**config.mk**
```make
export PLATFORM = sky130hd
export DESIGN_NAME = go_back_n_sender_window_top
export DESIGN_NICKNAME = d
export VERILOG_FILES = /design/src/hw/rtl/gbn_pkg.sv /design/src/hw/rtl/gbn_queue.sv /design/src/hw/rtl/gbn_front.sv /design/src/hw/rtl/gbn_back.sv /design/src/hw/rtl/go_back_n_sender_window_top.sv
export VERILOG_INCLUDE_DIRS = /design/src /design/src/hw/rtl
export SDC_FILE = /design/constraint.sdc
export NUM_CORES = 1
export LEC_CHECK = 0
export ABC_CLOCK_PERIOD_IN_PS = 8200
export BUFFER_PORTS_ARGS = -buffer_cell sky130_fd_sc_hd__buf_4
export CAP_MARGIN = 0
export CORE_MARGIN = 2
export CORE_UTILIZATION = 41
export DETAILED_ROUTE_END_ITERATION = 6
export PLACE_DENSITY = 0.58
export SLEW_MARGIN = 25
export SYNTH_ARGS = -nofsm -noshare
export SYNTH_HDL_FRONTEND = slang
export SYNTH_SLANG_ARGS = --single-unit
```
**constraint.sdc**
```tcl
create_clock -name clock -period 8.2 [get_ports clock]
set_input_delay 0.41 -clock clock [delete_from_list [all_inputs] [get_ports clock]]
set_output_delay 0.41 -clock clock [all_outputs]
set_load 0.03 [all_outputs]
```
**src/hw/rtl/go_back_n_sender_window_top_defines.svh**
```systemverilog
`ifndef GO_BACK_N_SENDER_WINDOW_TOP_DEFINES_SVH
`define GO_BACK_N_SENDER_WINDOW_TOP_DEFINES_SVH

// same-cycle implication, checked while out of reset
`define GBN_ASSERT_NOW(label, clk, rst, pre, post) \
   label: assert property (@(posedge clk) disable iff (rst) (pre) |-> (post)) \
      else $error("gbn assertion failed");

// invariant that must hold on every cycle out of reset
`define GBN_ASSERT_ALWAYS(label, clk, rst, cond) \
   label: assert property (@(posedge clk) disable iff (rst) (cond)) \
      else $error("gbn invariant failed");

`endif

```
**src/hw/rtl/gbn_pkg.sv**
```systemverilog
package gbn_pkg;

   localparam int SEQ_W       = 16;
   localparam int RESULT_CAP  = 16;
   localparam int MAX_WINDOW  = 16;
   localparam int WIN_LIM_INT = (MAX_WINDOW < RESULT_CAP) ? MAX_WINDOW : RESULT_CAP;
   localparam int CNT_W       = $clog2(RESULT_CAP + 1);
   localparam int WIN_W       = 5;
   localparam int QUEUE_DEPTH = 2;

   localparam int REQ_TDATA_W = 16;
   localparam int RSP_TDATA_W = 40;
   localparam int CSR_ADDR_W  = 1;
   localparam int CSR_DATA_W  = 16;

   localparam logic [WIN_W-1:0] WIN_LIM = WIN_LIM_INT[WIN_W-1:0];

   localparam logic [SEQ_W-1:0] TOTAL_RESET  = 16'd10;
   localparam logic [WIN_W-1:0] WINDOW_RESET = 5'd4;

   localparam logic [CSR_ADDR_W-1:0] REG_TOTAL_FRAMES = 1'd0;
   localparam logic [CSR_ADDR_W-1:0] REG_WINDOW_SIZE  = 1'd1;

   localparam logic [1:0] ACT_KICK    = 2'd0;
   localparam logic [1:0] ACT_ACK     = 2'd1;
   localparam logic [1:0] ACT_TIMEOUT = 2'd2;

   localparam logic [1:0] KIND_NEW    = 2'd0;
   localparam logic [1:0] KIND_RESEND = 2'd1;
   localparam logic [1:0] KIND_STATUS = 2'd2;

   // one queued command: a contiguous run of sequence numbers to emit
   typedef struct packed {
      logic [SEQ_W-1:0] seq_start;
      logic [CNT_W-1:0] count;     // results to emit, at least one
      logic [CNT_W-1:0] new_cnt;   // trailing results that are new frames
      logic             status;    // single status-only result
      logic             all_done;
      logic [SEQ_W-1:0] base;
   } cmd_type;

   typedef struct packed {
      logic [SEQ_W-1:0] base_seq;
      logic [SEQ_W-1:0] next_seq;
   } win_stat_type;

endpackage

```
**src/hw/rtl/gbn_queue.sv**
```systemverilog
module gbn_queue #(
   parameter int Depth = gbn_pkg::QUEUE_DEPTH
) (
   input  logic             clock,
   input  logic             reset,
   input  logic             push,
   input  gbn_pkg::cmd_type push_cmd,
   output logic             full,
   input  logic             pop,
   output gbn_pkg::cmd_type pop_cmd,
   output logic             empty
);

   localparam int AW = (Depth > 1) ? $clog2(Depth) : 1;
   localparam int CW = $clog2(Depth + 1);
   localparam logic [AW-1:0] LastIdx = AW'(Depth - 1);
   localparam logic [CW-1:0] DepthCnt = CW'(Depth);

   gbn_pkg::cmd_type mem_ff [Depth];
   logic [AW-1:0] wr_ptr_ff, wr_ptr_in;
   logic [AW-1:0] rd_ptr_ff, rd_ptr_in;
   logic [CW-1:0] cnt_ff, cnt_in;
   logic          do_push, do_pop;

   assign full    = (cnt_ff == DepthCnt);
   assign empty   = (cnt_ff == '0);
   assign do_push = push && !full;
   assign do_pop  = pop && !empty;
   assign pop_cmd = mem_ff[rd_ptr_ff];

   always_comb begin
      wr_ptr_in = wr_ptr_ff;
      rd_ptr_in = rd_ptr_ff;
      cnt_in    = cnt_ff;
      if (do_push) begin
         wr_ptr_in = (wr_ptr_ff == LastIdx) ? '0 : wr_ptr_ff + AW'(1);
      end
      if (do_pop) begin
         rd_ptr_in = (rd_ptr_ff == LastIdx) ? '0 : rd_ptr_ff + AW'(1);
      end
      if (do_push && !do_pop) begin
         cnt_in = cnt_ff + CW'(1);
      end else if (do_pop && !do_push) begin
         cnt_in = cnt_ff - CW'(1);
      end
   end

   always_ff @(posedge clock) begin
      if (reset) begin
         wr_ptr_ff <= '0;
         rd_ptr_ff <= '0;
         cnt_ff    <= '0;
      end else begin
         wr_ptr_ff <= wr_ptr_in;
         rd_ptr_ff <= rd_ptr_in;
         cnt_ff    <= cnt_in;
      end
   end

   always_ff @(posedge clock) begin
      if (do_push) begin
         mem_ff[wr_ptr_ff] <= push_cmd;
      end
   end

endmodule

```
**src/hw/rtl/gbn_front.sv**
```systemverilog
module gbn_front (
   input  logic                               clock,
   input  logic                               reset,
   input  logic                               csr_we,
   input  logic [gbn_pkg::CSR_ADDR_W-1:0]     csr_addr,
   input  logic [gbn_pkg::CSR_DATA_W-1:0]     csr_wdata,
   input  logic                               req_tvalid,
   output logic                               req_tready,
   input  logic [1:0]                         req_action,
   input  logic [gbn_pkg::SEQ_W-1:0]          req_ack_seq,
   input  logic                               q_full,
   output logic                               q_push,
   output gbn_pkg::cmd_type                   q_cmd,
   output gbn_pkg::win_stat_type              win_stat
);

   localparam int SW = gbn_pkg::SEQ_W;
   localparam int CW = gbn_pkg::CNT_W;

   logic [SW-1:0]            total_ff;
   logic [gbn_pkg::WIN_W-1:0] window_ff;
   logic [SW-1:0]            base_ff, base_in;
   logic [SW-1:0]            next_ff, next_in;

   logic [gbn_pkg::WIN_W-1:0] eff_win;
   logic                     is_timeout;
   logic                     ack_hit;
   logic [SW:0]              win_end;
   logic [SW:0]              limit;
   logic [SW:0]              new_diff;
   logic [SW-1:0]            outstanding;
   logic [CW-1:0]            new_cnt;
   logic [CW-1:0]            replay_cnt;
   logic [CW:0]              sum;
   logic [CW-1:0]            n_res;

   assign req_tready = !q_full;
   assign q_push     = req_tvalid && !q_full;
   assign win_stat   = '{base_seq: base_ff, next_seq: next_ff};

   always_comb begin
      if (window_ff == '0) begin
         eff_win = gbn_pkg::WIN_W'(1);
      end else if (window_ff > gbn_pkg::WIN_LIM) begin
         eff_win = gbn_pkg::WIN_LIM;
      end else begin
         eff_win = window_ff;
      end
   end

   always_comb begin
      is_timeout = 1'b0;
      ack_hit    = 1'b0;
      case (req_action)
         gbn_pkg::ACT_ACK: begin
            ack_hit = (req_ack_seq == base_ff) && (base_ff < next_ff);
         end
         gbn_pkg::ACT_TIMEOUT: begin
            is_timeout = 1'b1;
         end
         default: begin
            // kick, and the unused code, only refill the window
         end
      endcase

      base_in     = ack_hit ? base_ff + SW'(1) : base_ff;
      win_end     = {1'b0, base_in} + (SW + 1)'(eff_win);
      limit       = (win_end < {1'b0, total_ff}) ? win_end : {1'b0, total_ff};
      new_diff    = (limit > {1'b0, next_ff}) ? limit - {1'b0, next_ff} : '0;
      new_cnt     = new_diff[CW-1:0];
      outstanding = next_ff - base_ff;
      replay_cnt  = is_timeout ? outstanding[CW-1:0] : '0;
      sum         = {1'b0, replay_cnt} + {1'b0, new_cnt};
      n_res       = sum[CW-1:0];
      next_in     = next_ff + SW'(new_cnt);

      q_cmd.seq_start = is_timeout ? base_ff : next_ff;
      q_cmd.new_cnt   = new_cnt;
      q_cmd.status    = (n_res == '0);
      q_cmd.count     = (n_res == '0) ? CW'(1) : n_res;
      q_cmd.all_done  = (base_in >= total_ff);
      q_cmd.base      = base_in;
   end

   always_ff @(posedge clock) begin
      if (reset) begin
         total_ff  <= gbn_pkg::TOTAL_RESET;
         window_ff <= gbn_pkg::WINDOW_RESET;
         base_ff   <= '0;
         next_ff   <= '0;
      end else begin
         if (csr_we) begin
            unique case (csr_addr)
               gbn_pkg::REG_TOTAL_FRAMES: total_ff  <= csr_wdata[SW-1:0];
               gbn_pkg::REG_WINDOW_SIZE:  window_ff <= csr_wdata[gbn_pkg::WIN_W-1:0];
               default: ;
            endcase
         end
         if (q_push) begin
            base_ff <= base_in;
            next_ff <= next_in;
         end
      end
   end

endmodule

```
**src/hw/rtl/gbn_back.sv**
```systemverilog
module gbn_back (
   input  logic                       clock,
   input  logic                       reset,
   input  logic                       q_empty,
   input  gbn_pkg::cmd_type           q_cmd,
   output logic                       q_pop,
   output logic                       rsp_tvalid,
   input  logic                       rsp_tready,
   output logic [1:0]                 rsp_kind,
   output logic [gbn_pkg::SEQ_W-1:0]  rsp_frame_seq,
   output logic                       rsp_last,
   output logic                       rsp_all_done,
   output logic [gbn_pkg::SEQ_W-1:0]  rsp_window_base
);

   localparam int SW = gbn_pkg::SEQ_W;
   localparam int CW = gbn_pkg::CNT_W;

   gbn_pkg::cmd_type cmd_ff;
   logic             busy_ff, busy_in;
   logic [SW-1:0]    cur_ff;
   logic [CW-1:0]    rem_ff;
   logic             valid_ff, valid_in;
   logic [1:0]       kind_ff, kind_in;
   logic [SW-1:0]    seq_ff;
   logic             last_ff;
   logic             done_ff;
   logic [SW-1:0]    wbase_ff;
   logic             emit;

   assign emit  = busy_ff && (!valid_ff || rsp_tready);
   assign q_pop = !busy_ff && !q_empty;

   always_comb begin
      if (cmd_ff.status) begin
         kind_in = gbn_pkg::KIND_STATUS;
      end else if (rem_ff > cmd_ff.new_cnt) begin
         kind_in = gbn_pkg::KIND_RESEND;   // replayed part comes first
      end else begin
         kind_in = gbn_pkg::KIND_NEW;
      end

      if (q_pop) begin
         busy_in = 1'b1;
      end else if (emit && rem_ff == CW'(1)) begin
         busy_in = 1'b0;
      end else begin
         busy_in = busy_ff;
      end

      if (emit) begin
         valid_in = 1'b1;
      end else if (rsp_tready) begin
         valid_in = 1'b0;
      end else begin
         valid_in = valid_ff;
      end
   end

   always_ff @(posedge clock) begin
      if (reset) begin
         busy_ff  <= 1'b0;
         valid_ff <= 1'b0;
      end else begin
         busy_ff  <= busy_in;
         valid_ff <= valid_in;
      end
   end

   always_ff @(posedge clock) begin
      if (q_pop) begin
         cmd_ff <= q_cmd;
         cur_ff <= q_cmd.seq_start;
         rem_ff <= q_cmd.count;
      end else if (emit) begin
         cur_ff <= cur_ff + SW'(1);
         rem_ff <= rem_ff - CW'(1);
      end
      if (emit) begin
         kind_ff  <= kind_in;
         seq_ff   <= cmd_ff.status ? '0 : cur_ff;
         last_ff  <= (rem_ff == CW'(1));
         done_ff  <= cmd_ff.all_done;
         wbase_ff <= cmd_ff.base;
      end
   end

   assign rsp_tvalid      = valid_ff;
   assign rsp_kind        = kind_ff;
   assign rsp_frame_seq   = seq_ff;
   assign rsp_last        = last_ff;
   assign rsp_all_done    = done_ff;
   assign rsp_window_base = wbase_ff;

endmodule

```
**src/hw/rtl/go_back_n_sender_window_top.sv**
```systemverilog
// Go-Back-N sender window. Each request item is a kick, an acknowledgement
// (req_tdata = sequence number) or a timeout, selected by req_tuser. An
// acknowledgement equal to the window base slides the window by one; a
// timeout replays base..next-1; then new sequence numbers are issued up to
// min(base + window, total_frames). Every sent or resent number is one
// response item, tlast marks the final item of a request, and a request
// that sends nothing yields one status item. The front end updates the
// window state and queues one command per request; the back end emits
// one response per cycle while it holds a command and the receiver is
// ready, and a request yields at most 16 results.
// Requests are taken back to back until the command queue (QueueDepth
// entries) fills. Registers: index 0 total_frames, index 1 window_size.
`include "go_back_n_sender_window_top_defines.svh"

module go_back_n_sender_window_top #(
   parameter int QueueDepth = gbn_pkg::QUEUE_DEPTH
) (
   input  logic                               clock,
   input  logic                               reset,
   input  logic                               csr_we,
   input  logic [gbn_pkg::CSR_ADDR_W-1:0]     csr_addr,
   input  logic [gbn_pkg::CSR_DATA_W-1:0]     csr_wdata,
   input  logic                               req_tvalid,
   output logic                               req_tready,
   input  logic [gbn_pkg::REQ_TDATA_W-1:0]    req_tdata,  // [15:0] ack_seq
   input  logic [1:0]                         req_tuser,  // [1:0] action
   output logic                               rsp_tvalid,
   input  logic                               rsp_tready,
   // [15:0] frame_seq, [16] all_done, [32:17] window_base, [39:33] zero
   output logic [gbn_pkg::RSP_TDATA_W-1:0]    rsp_tdata,
   output logic [1:0]                         rsp_tuser,  // [1:0] kind
   output logic                               rsp_tlast
);

   localparam int SW = gbn_pkg::SEQ_W;

   gbn_pkg::cmd_type      push_cmd;
   gbn_pkg::cmd_type      pop_cmd;
   gbn_pkg::win_stat_type win_stat;
   logic                  q_push;
   logic                  q_full;
   logic                  q_pop;
   logic                  q_empty;
   logic [SW-1:0]         frame_seq;
   logic [SW-1:0]         window_base;
   logic                  all_done;

   gbn_front u_front (
      .clock       (clock),
      .reset       (reset),
      .csr_we      (csr_we),
      .csr_addr    (csr_addr),
      .csr_wdata   (csr_wdata),
      .req_tvalid  (req_tvalid),
      .req_tready  (req_tready),
      .req_action  (req_tuser),
      .req_ack_seq (req_tdata[SW-1:0]),
      .q_full      (q_full),
      .q_push      (q_push),
      .q_cmd       (push_cmd),
      .win_stat    (win_stat)
   );

   gbn_queue #(
      .Depth (QueueDepth)
   ) u_queue (
      .clock    (clock),
      .reset    (reset),
      .push     (q_push),
      .push_cmd (push_cmd),
      .full     (q_full),
      .pop      (q_pop),
      .pop_cmd  (pop_cmd),
      .empty    (q_empty)
   );

   gbn_back u_back (
      .clock           (clock),
      .reset           (reset),
      .q_empty         (q_empty),
      .q_cmd           (pop_cmd),
      .q_pop           (q_pop),
      .rsp_tvalid      (rsp_tvalid),
      .rsp_tready      (rsp_tready),
      .rsp_kind        (rsp_tuser),
      .rsp_frame_seq   (frame_seq),
      .rsp_last        (rsp_tlast),
      .rsp_all_done    (all_done),
      .rsp_window_base (window_base)
   );

   assign rsp_tdata = {{(gbn_pkg::RSP_TDATA_W - 2 * SW - 1){1'b0}},
                       window_base, all_done, frame_seq};

   // outstanding frames never exceed the largest window
   `GBN_ASSERT_ALWAYS(a_window_span, clock, reset,
      (win_stat.next_seq >= win_stat.base_seq) &&
      ((win_stat.next_seq - win_stat.base_seq) <= SW'(gbn_pkg::RESULT_CAP)))

   `GBN_ASSERT_NOW(a_status_alone, clock, reset,
      rsp_tvalid && (rsp_tuser == gbn_pkg::KIND_STATUS),
      rsp_tlast && (frame_seq == '0))

   `GBN_ASSERT_NOW(a_resend_in_window, clock, reset,
      rsp_tvalid && (rsp_tuser == gbn_pkg::KIND_RESEND),
      frame_seq >= window_base)

endmodule

```
==> results.cfg, run 1 <==
[timing]
max_freq_mhz = 118.1
fin_crit_ns = 8.469
hold_viol = 0
worst_clock_skew_ns = 0.01310
setup_viol = 17
slew_headroom_pct = 26.28
tightest_slew_ns = 1.103
rsz0062_at_grt = yes
finalMaxSlewViolations = 0
finalWorstSetupSlack_ns = -0.2690
min_period_over_period_pct = 103.3

[critical_path]
crit_top_cell = o21a_1
required_ns = 8.65
worstSetupPathType = flop to flop
critPathBufInv = 4
slowest_stage = or3_4
crit_family = compound AO/OA/AOI/OAI gates
cp_slowest_stage_delay_ns = 0.44
arrival_ns = 8.92
startpoint_type = flop
endpoint_kind = flop
worstPathMaxFanout = 6

[logic_synthesis]
synth_area_mm2 = 0.01232
yosysMostFrequentCell = edfxtp_1
yosysSeqAreaShare_pct = 50.70
synth_top_area_share_pct = 40.95
synth_commonest_cells = 168 x edfxtp_1, 91 x ha_1, 80 x nand2_1, 70 x nor2_1, 68 x a21oi_1
avgSynthCellArea_um2 = 11.30
synth_warnings = 0
ys_ff_latch = 228
synth.area.top_cells = edfxtp_1 41%, dfxtp_1 9.7%, ha_1 9.2%
yosys_most_used_dff = edfxtp_1
synth_edf_count = 168
synth.distinct_cells = 78
synthArstFlopShare_pct = 0
yosysTopAreaCell = edfxtp_1
netlist_instances = 1090

[place]
dpl.hpwl_mm = 22.72
dp_cells = 1677
gp_congestion = 0.9317
place_ws_ns = -0.6135
io_buffers = 77

[clocking]
clockBufferDepth = 3
cts_sinks = 228
cts_tree = done
htreeDepth = 1
worst_skew_pair.late_latency_ns = 0.52
path_clk_slew_ns = 0.07
cts_inserted_buffers = 25
cts_root_buf = clkbuf_16

[power_and_ir_drop]
vdd_ir_drop_max_v = 0.0001528
power_density_mw_per_mm2 = 310.2
power_w = 0.004961
leakage_nw = 6.561

[cells_and_area]
drive_gt1_share_pct = 34.37
post-route-util_pct = 53.96
diodes = 0
fin_cells = 1746
fill_cells = 2610
nets = 1473
syn_to_final_growth_pct = 29.80

[die]
row_count = 63
core_area_mm2 = 0.02964
die_width_um = 177.4
start_util_pct = 41.57
dieArea_mm2 = 0.03145
io_pins = 85
die_h_um = 177.4

[global_routing]
first_global_vias = 8549
antenna_found_initial = 0
grt_pass1_wl_mm = 47.28
grtUsageTotal_pct = 19.53
grt_max_degree = 61
gr-total-overflow = 0

[detailed_routing]
ant_nets = 0
first_iter_violations = 485
vias = 8777
via_per_inst = 5.027
drcViolationCount = 0
firstDrtPassIters = 5
wl_mm = 30.60
wl_per_cell_um = 17.52

[outcome]
status = finished, violations left
violations = setup timing

[hold_path]
hp-class = primary input to flop

[flow_run]
drv_cap = 0
==> repair_timing <==
action,CTS,global route
setup endpoints to repair,18,24
buffers inserted,16,8
resized for setup,38,26
hold buffers,0,0
pin swaps,34,26
==> metrics by stage <==
stage / hold WS, ns / area (µm²) / setup TNS, ns
after floorplan: 0.4003 / 12540 / -0.4407
after global placement: 0.4052 / 14590 / -4.770
after detailed placement: 0.4054 / 14590 / -7.522
after CTS: 0.08958 / 15780 / -1.765
after global routing: 0.09345 / 15990 / -11.26
final: 0.1120 / 15990 / -2.779
==> power breakdown <==
group          internal [W]  switching, W  total (W)
registers           0.00173      0.000141    0.00187
clock network      0.000741      0.000452    0.00119
logic              0.000870       0.00103    0.00190
==> cells by family (layout without fill, tap and decap cells) <==
logic type,after synthesis,after routing,share of synthesized area (%)
AOI/OAI and AO/OA,190,190,10.16
xor gates and xnor gates,98,98,7.383
adders and majority gates,95,95,9.891
buffers and inverters,115,375,4.113
DFF,228,228,50.70
muxes,51,51,4.804
other,1,7,0.03044
and+or+nand+nor,312,312,12.93
==> cells in the final DEF, fill, tap and decap left out, drive strengths merged, types with 20 or more instances in the layout <==
cell type    n
a211oi      22
edfxtp     168
xnor2       60
clkbuf      31
mux2        44
buf        265
nand2       81
a21o        20
inv         65
nor3        23
xor2        37
ha          91
nor2        71
nand3       26
nor2b       41
o21ai       32
dfxtp       60
a21oi       70
==> layout make-up <==
type                            count  area (µm²)  share of cell area (%)
Sequential cell                   228        6265                   39.18
Multi-Input combinational cell    753        6110                   38.21
Timing Repair Buffer              265        2009                   12.57
Clock buffer                       31       678.2                   4.241
Tap cell                          390       488.0                   3.051
Inverter                           65       244.0                   1.526
Clock inverter                     14       197.7                   1.236
==> registers in the layout, indices dropped and copies added (netlist names), 5 cells and up, named ones only <==
name / count
u_back.rsp_window_base: 16
u_back.cmd_ff: 23
u_queue.mem_ff: 88
u_back.rem_ff: 5
u_front.base_ff: 16
u_back.rsp_frame_seq: 16
u_front.window_ff: 5
u_back.cur_ff: 16
u_front.next_ff: 16
u_front.total_ff: 16
==> final timing paths <==
path	endpoint	startpoint	slack, ns	depth (start not counted)
max	u_front.next_ff[12]	u_front.next_ff[10]	-0.27	47
min	u_front.total_ff[3]	csr_wdata[3]	0.11	2
min reg2reg	u_back.rsp_window_base[0]	u_back.cmd_ff[0]	0.42	0
max reg2reg	u_front.next_ff[12]	u_front.next_ff[10]	-0.27	47
==> routing by layer <==
layer	vias up	share of wire (%)	global-route usage, %
met5	-	0	0
met3	46	4.8	2.999
li1	4385	-	-
met1	4168	49	28.11
met4	0	2.3	5.430
met2	178	44	30.61
Note: power is estimated with default switching activity, not from simulation.
==> inputs of run 2 (changes only) <==
--- a/config.mk
+++ b/config.mk
@@ -12,6 +12,7 @@
 export CORE_MARGIN = 2
 export CORE_UTILIZATION = 41
 export DETAILED_ROUTE_END_ITERATION = 6
+export MAX_ROUTING_LAYER = met4
 export PLACE_DENSITY = 0.58
 export SLEW_MARGIN = 25
 export SYNTH_ARGS = -nofsm -noshare
==> run 2 against run 1 <==
The run still ends with setup timing left. Non-clock buffer count fell by 5. Sequential share of layout area rose by 0.070 points. Register-to-register slack got worse by 0.04 ns. Via count fell by 0.44%. Cell count fell by 0.29%. Sequential power barely moved. First-iteration DRC count fell by 4.3%. Clock-buffer cell count fell by 4. Routed wire length rose by 0.52%. Clock skew rose by 0.0045 ns. Critical path depth fell by 4. Combinational power rose by 2%.
==> results.cfg, run 2 (synthesis gave the netlist of run 1 again) <==
[outcome]
status = finished, violations left
violations = setup timing

[cells_and_area]
fill_cells = 2627
nets = 1468
largest_registers = u_queue.mem_ff: 88 flops, u_back.cmd_ff: 23 flops
largest_reg_flops = 88
diodes = 0
drive_gt1_share_pct = 34.42
syn_to_final_growth_pct = 29.46
fin_cells = 1741
layout_commonest_cell = buf_4
top_register = u_queue.mem_ff
layout_common_cells = 254 x buf_4, 168 x edfxtp_1, 79 x nand2_1

[critical_path]
worstPathMaxFanout = 6
r2r_end = u_front.next_ff[12]
reg2reg_from = u_front.next_ff[13]
startpoint_type = flop
cp_slowest_stage_delay_ns = 0.40
required_ns = 8.64
crit_top_cell = o21a_1
r2r_setup_slack_ns = -0.31
worstSetupPathType = flop to flop
arrival_ns = 8.95
slowest_stage = a2111o_1
endpoint_kind = flop
r2r_cells = 43

[global_routing]
grt_pass1_wl_mm = 47.56
grt_util_met3_pct = 2.871
antenna_found_initial = 0
grt_max_degree = 61
grt_util_met2_pct = 31.84
met1_usage_pct = 28.22
first_global_vias = 8485
grtUsageTotal_pct = 20.20
gr-total-overflow = 0
top_usage_layer = met2

[die]
die_h_um = 177.4
io_pins = 85
dieArea_mm2 = 0.03145
start_util_pct = 41.57
die_width_um = 177.4
row_count = 63
core_area_mm2 = 0.02964

[timing]
finalWorstSetupSlack_ns = -0.3091
setup_viol = 17
fin_crit_ns = 8.509
worst_clock_skew_ns = 0.01757
tns_ns = -2.940
max_freq_mhz = 117.5
tightest_slew_ns = 1.022
hold_viol = 0
min_period_over_period_pct = 103.8
rsz0062_at_grt = yes
slew_headroom_pct = 31.69
finalMaxSlewViolations = 0

[clocking]
clockBufferDepth = 3
cts_tree = done
cts_inserted_buffers = 25
cts_sinks = 228
worst_skew_pair.late_latency_ns = 0.53
ctsHoldBuffers = 0
cts_root_buf = clkbuf_16
path_clk_slew_ns = 0.06
htreeDepth = 1

[hold_path]
hp-class = primary input to flop
worst_hold_path.endpoint = u_front.total_ff[1]
hold-path-cell-count = 2
hp-start = csr_wdata[1]

[place]
dp_cells = 1676
gp_congestion = 0.9301
io_buffers = 77
dpl.hpwl_mm = 23.01

[detailed_routing]
firstDrtPassIters = 4
ant_nets = 0
wl_mm = 30.75
first_iter_violations = 464
vias = 8738
via_per_inst = 5.019
drcViolationCount = 0
wl_per_cell_um = 17.66

[power_and_ir_drop]
p_clk_share_pct = 22.4
power_density_mw_per_mm2 = 307.9
power_frac_seq_pct = 38.0
switching_power_w = 0.001644
vdd_ir_drop_max_v = 0.0001539
leakage_nw = 6.478
power.internal_w = 0.003266
pwr-share-comb_pct = 39.5
swShare_pct = 33.48

[flow_run]
drv_cap = 0
-- run 2: timing repair --
| item | in CTS | in global routing |
|---|---|---|
| setup endpoints to repair | 21 | 25 |
| buffers inserted | 11 | 9 |
| resized for setup | 50 | 27 |
| pin swaps | 36 | 27 |
-- run 2: routing by layer --
metal | vias up | wire length (µm)
met4 | 0 | 521
li1 | 4377 | -
met3 | 37 | 1289
met1 | 4158 | 15010
met5 | - | 0
met2 | 166 | 13930
-- run 2: worst max-delay path: cells and delay by family (launching register included) --
kind | cells | cell delay [ns]
adder cells (fa/ha/maj) | 5 | 1.42
buffers and inverters | 5 | 0.57
XOR/XNOR | 2 | 0.39
flip-flops | 1 | 0.36
AO/OA/AOI/OAI | 16 | 2.84
AND/OR/NAND/NOR | 14 | 2.56
multiplexers | 1 | 0.32
-- run 2: through the flow --
stage	cell area [µm²]	setup WS, ns	power (W)	hold WS [ns]	util (%)
after detailed placement	14580	-0.6537	0.003644	0.4057	49.20
after global placement	14580	-0.5405	0.003612	0.4046	49.19
after CTS	15720	-0.1704	0.004892	0.09693	53.04
final	15950	-0.3091	0.004910	0.1147	53.82
after global routing	15950	-0.7317	0.005214	0.09642	53.82
after floorplan	12540	-0.1256	0.002977	0.4003	-
-- run 2: how the worst max path moves through the flow --
stage,start,end,slack [ns],cells after the start
2_1_floorplan,u_front.next_ff[11],u_front.next_ff[12],-0.13,48
3_3_place_gp,u_front.next_ff[9],u_front.next_ff[10],-0.54,49
3_5_place_dp,u_front.next_ff[9],u_front.next_ff[8],-0.65,49
4_1_cts,u_front.base_ff[10],u_front.next_ff[12],-0.17,47
5_1_grt,u_front.base_ff[10],u_front.next_ff[12],-0.73,46
6_report,u_front.next_ff[13],u_front.next_ff[12],-0.31,43
-- run 2: power by group through the flow --
stage / clock, W / combinational [W] / sequential (W)
global route: 0.00117 / 0.00213 / 0.00191
global placement: 0 / 0.00173 / 0.00188
CTS: 0.00113 / 0.00189 / 0.00187
floorplan: 0 / 0.000997 / 0.00198
finish: 0.00110 / 0.00194 / 0.00187
detailed placement: 0 / 0.00175 / 0.00190
-- run 2: cell type report --
type	instances	area, µm²	share of cell area [%]
sequential	228	6260	39.25
multi-input combinational	753	6178	38.74
timing repair buffer	260	1983	12.43
clock buffer	27	633.1	3.969
tap	390	488.0	3.059
inverter	65	244.0	1.530
clock inverter	18	163.9	1.028
==> inputs of run 3 (changes only) <==
--- a/config.mk
+++ b/config.mk
@@ -10,10 +10,11 @@
 export BUFFER_PORTS_ARGS = -buffer_cell sky130_fd_sc_hd__buf_4
 export CAP_MARGIN = 0
 export CORE_MARGIN = 2
-export CORE_UTILIZATION = 41
+export CORE_UTILIZATION = 40
+export CTS_BUF_LIST = sky130_fd_sc_hd__clkbuf_8
 export DETAILED_ROUTE_END_ITERATION = 6
 export MAX_ROUTING_LAYER = met4
-export PLACE_DENSITY = 0.58
+export PLACE_DENSITY = 0.57
 export SLEW_MARGIN = 25
 export SYNTH_ARGS = -nofsm -noshare
 export SYNTH_HDL_FRONTEND = slang
==> run 3 against run 2 <==
The flow still finishes with violations (setup timing). Cell count grew 2.6%. Power grew 0.61%. First-iteration DRC count grew 11%. Global-route usage shrank 0.60 points. Clock-buffer cell count grew 21. Non-clock buffer count grew 10. Maximum frequency shrank 0.23%. Routed wire length grew 0.14%. Critical path depth grew 5. Clock power is essentially flat. Sequential power is essentially flat. Critical path type unchanged.
==> results.cfg, run 3 (synthesis gave the netlist of run 1 again) <==
[cells_and_area]
multi_input_area_mm2 = 0.006061
final-seq-area_mm2 = 0.006266
syn_to_final_growth_pct = 29.68
layout_commonest_cell = buf_4
layout_common_cells = 264 x buf_4, 168 x edfxtp_1, 79 x nand2_1
diodes = 0
top_register = u_queue.mem_ff
nets = 1494
drive_gt1_share_pct = 35.11
largest_reg_flops = 88
fin_cells = 1786
fill_cells = 2733
post-route-util_pct = 52.51
largest_registers = u_queue.mem_ff: 88 flops, u_back.cmd_ff: 23 flops

[detailed_routing]
routed-wl-met3_mm = 1.387
via_per_inst = 4.978
met2_length_mm = 13.73
ant_nets = 0
wl_per_cell_um = 17.24
first_iter_violations = 515
met1_length_mm = 14.77
top_layer = met4
drcViolationCount = 0
firstDrtPassIters = 4
vias = 8891
wl_mm = 30.80

[critical_path]
startpoint_type = flop
slowest_stage = or3_4
endpoint_kind = flop
arrival_ns = 9.00
crit_family = compound AO/OA/AOI/OAI gates
reg2reg_from = u_front.next_ff[10]
cp_slowest_stage_delay_ns = 0.38
required_ns = 8.67
worstSetupPathType = flop to flop
worstPathMaxFanout = 6
crit_start = u_front.next_ff[10]
critPathBufInv = 5

[global_routing]
antenna_found_initial = 0
first_global_vias = 8827
grt_pass1_wl_mm = 48.73
grtUsageTotal_pct = 19.59
grt_max_degree = 61
gr-total-overflow = 0

[die]
io_pins = 85
row_count = 64
dieArea_mm2 = 0.03222
core_area_mm2 = 0.03043
die_width_um = 179.5
die_h_um = 179.5
start_util_pct = 40.49

[power_and_ir_drop]
leakage_nw = 6.604
power_density_mw_per_mm2 = 309.2
vdd_ir_drop_max_v = 0.0001604

[clocking]
cts_root_buf = clkbuf_8
cts_sinks = 228
path_clk_slew_ns = 0.06
cts_tree = done
htreeDepth = 2
clockBufferDepth = 3
cts_inserted_buffers = 41
worst_skew_pair.late_latency_ns = 0.55

[place]
gp_congestion = 0.9501
dpl.hpwl_mm = 22.78
io_buffers = 77
dp_cells = 1681

[hold_path]
hp-class = primary input to flop
hp-start = csr_wdata[3]

[timing]
setup_viol = 17
hold_viol = 0
finalWorstSetupSlack_ns = -0.3287
worst_clock_skew_ns = 0.01416
max_freq_mhz = 117.3
rsz0062_at_grt = yes
fin_crit_ns = 8.529
tightest_slew_ns = 0.8498
min_period_over_period_pct = 104.0
finalMaxSlewViolations = 0
slew_headroom_pct = 43.35

[flow_run]
drv_cap = 0

[outcome]
violations = setup timing
status = finished, violations left
## run 3: changes by cell type in the layout (fill, tap and decap cells not counted), sizes merged
cell | previous run | this run
clkinvlp | 5 | 0
clkinv | 10 | 6
buf | 260 | 270
inv | 65 | 82
clkbuf | 27 | 48
## run 3: layer usage
layer | vias up | global-route usage, %
met2 | 206 | 29.70
li1 | 4432 | -
met1 | 4196 | 27.22
met5 | - | -
met4 | 0 | 6.146
met3 | 57 | 2.816
## run 3: path summary, 6_finish.rpt
path                                              endpoint  cells after the start  slack [ns]
worst min register to register  u_back.rsp_window_base[14]                      0        0.42
worst max-delay path                   u_front.next_ff[12]                     48       -0.33
worst max register to register         u_front.next_ff[12]                     48       -0.33
worst min-delay path                   u_front.total_ff[3]                      2         0.1
## run 3: layout make-up
class | count | area share [%]
timing repair buffer | 270 | 12.88
tap | 396 | 3.101
clock inverter | 26 | 1.206
multi-input combinational | 753 | 37.93
sequential | 228 | 39.22
inverter | 65 | 1.527
clock buffer | 48 | 4.135
## run 3: worst reg2reg max path: cells and delay by family (launching register included)
family	cells	cell delay, ns
compound gates	25	3.89
fa+ha+maj	7	1.69
simple gates	8	1.51
buf+inv	5	0.38
flops	1	0.33
xor+xnor	2	0.32
mux	1	0.32
## run 3: report_power, final
part           switching, W  leakage, nW  internal, W
clock network      0.000474        0.494     0.000630
logic               0.00106         4.00     0.000908
registers          0.000144         2.11      0.00173
## run 3: timing repair
item | CTS | global route
pin swaps | 43 | 24
hold buffers | 0 | 0
resized for setup | 38 | 24
setup endpoints to repair | 21 | 27
buffers inserted | 21 | 10
## run 3: per-stage QoR
step / total power, W / hold slack, ns / setup TNS (ns) / setup WS [ns] / instance area (µm²)
after floorplan: 0.002977 / 0.4003 / -0.4407 / -0.1256 / 12540
after global placement: 0.003622 / 0.4030 / -6.497 / -0.5185 / 14580
after detailed placement: 0.003652 / 0.4045 / -9.253 / -0.7128 / 14580
after CTS: 0.004921 / 0.06529 / -4.003 / -0.2826 / 15760
after global routing: 0.005255 / 0.06941 / -14.89 / -0.8234 / 15980
final: 0.004940 / 0.09747 / -4.118 / -0.3287 / 15980
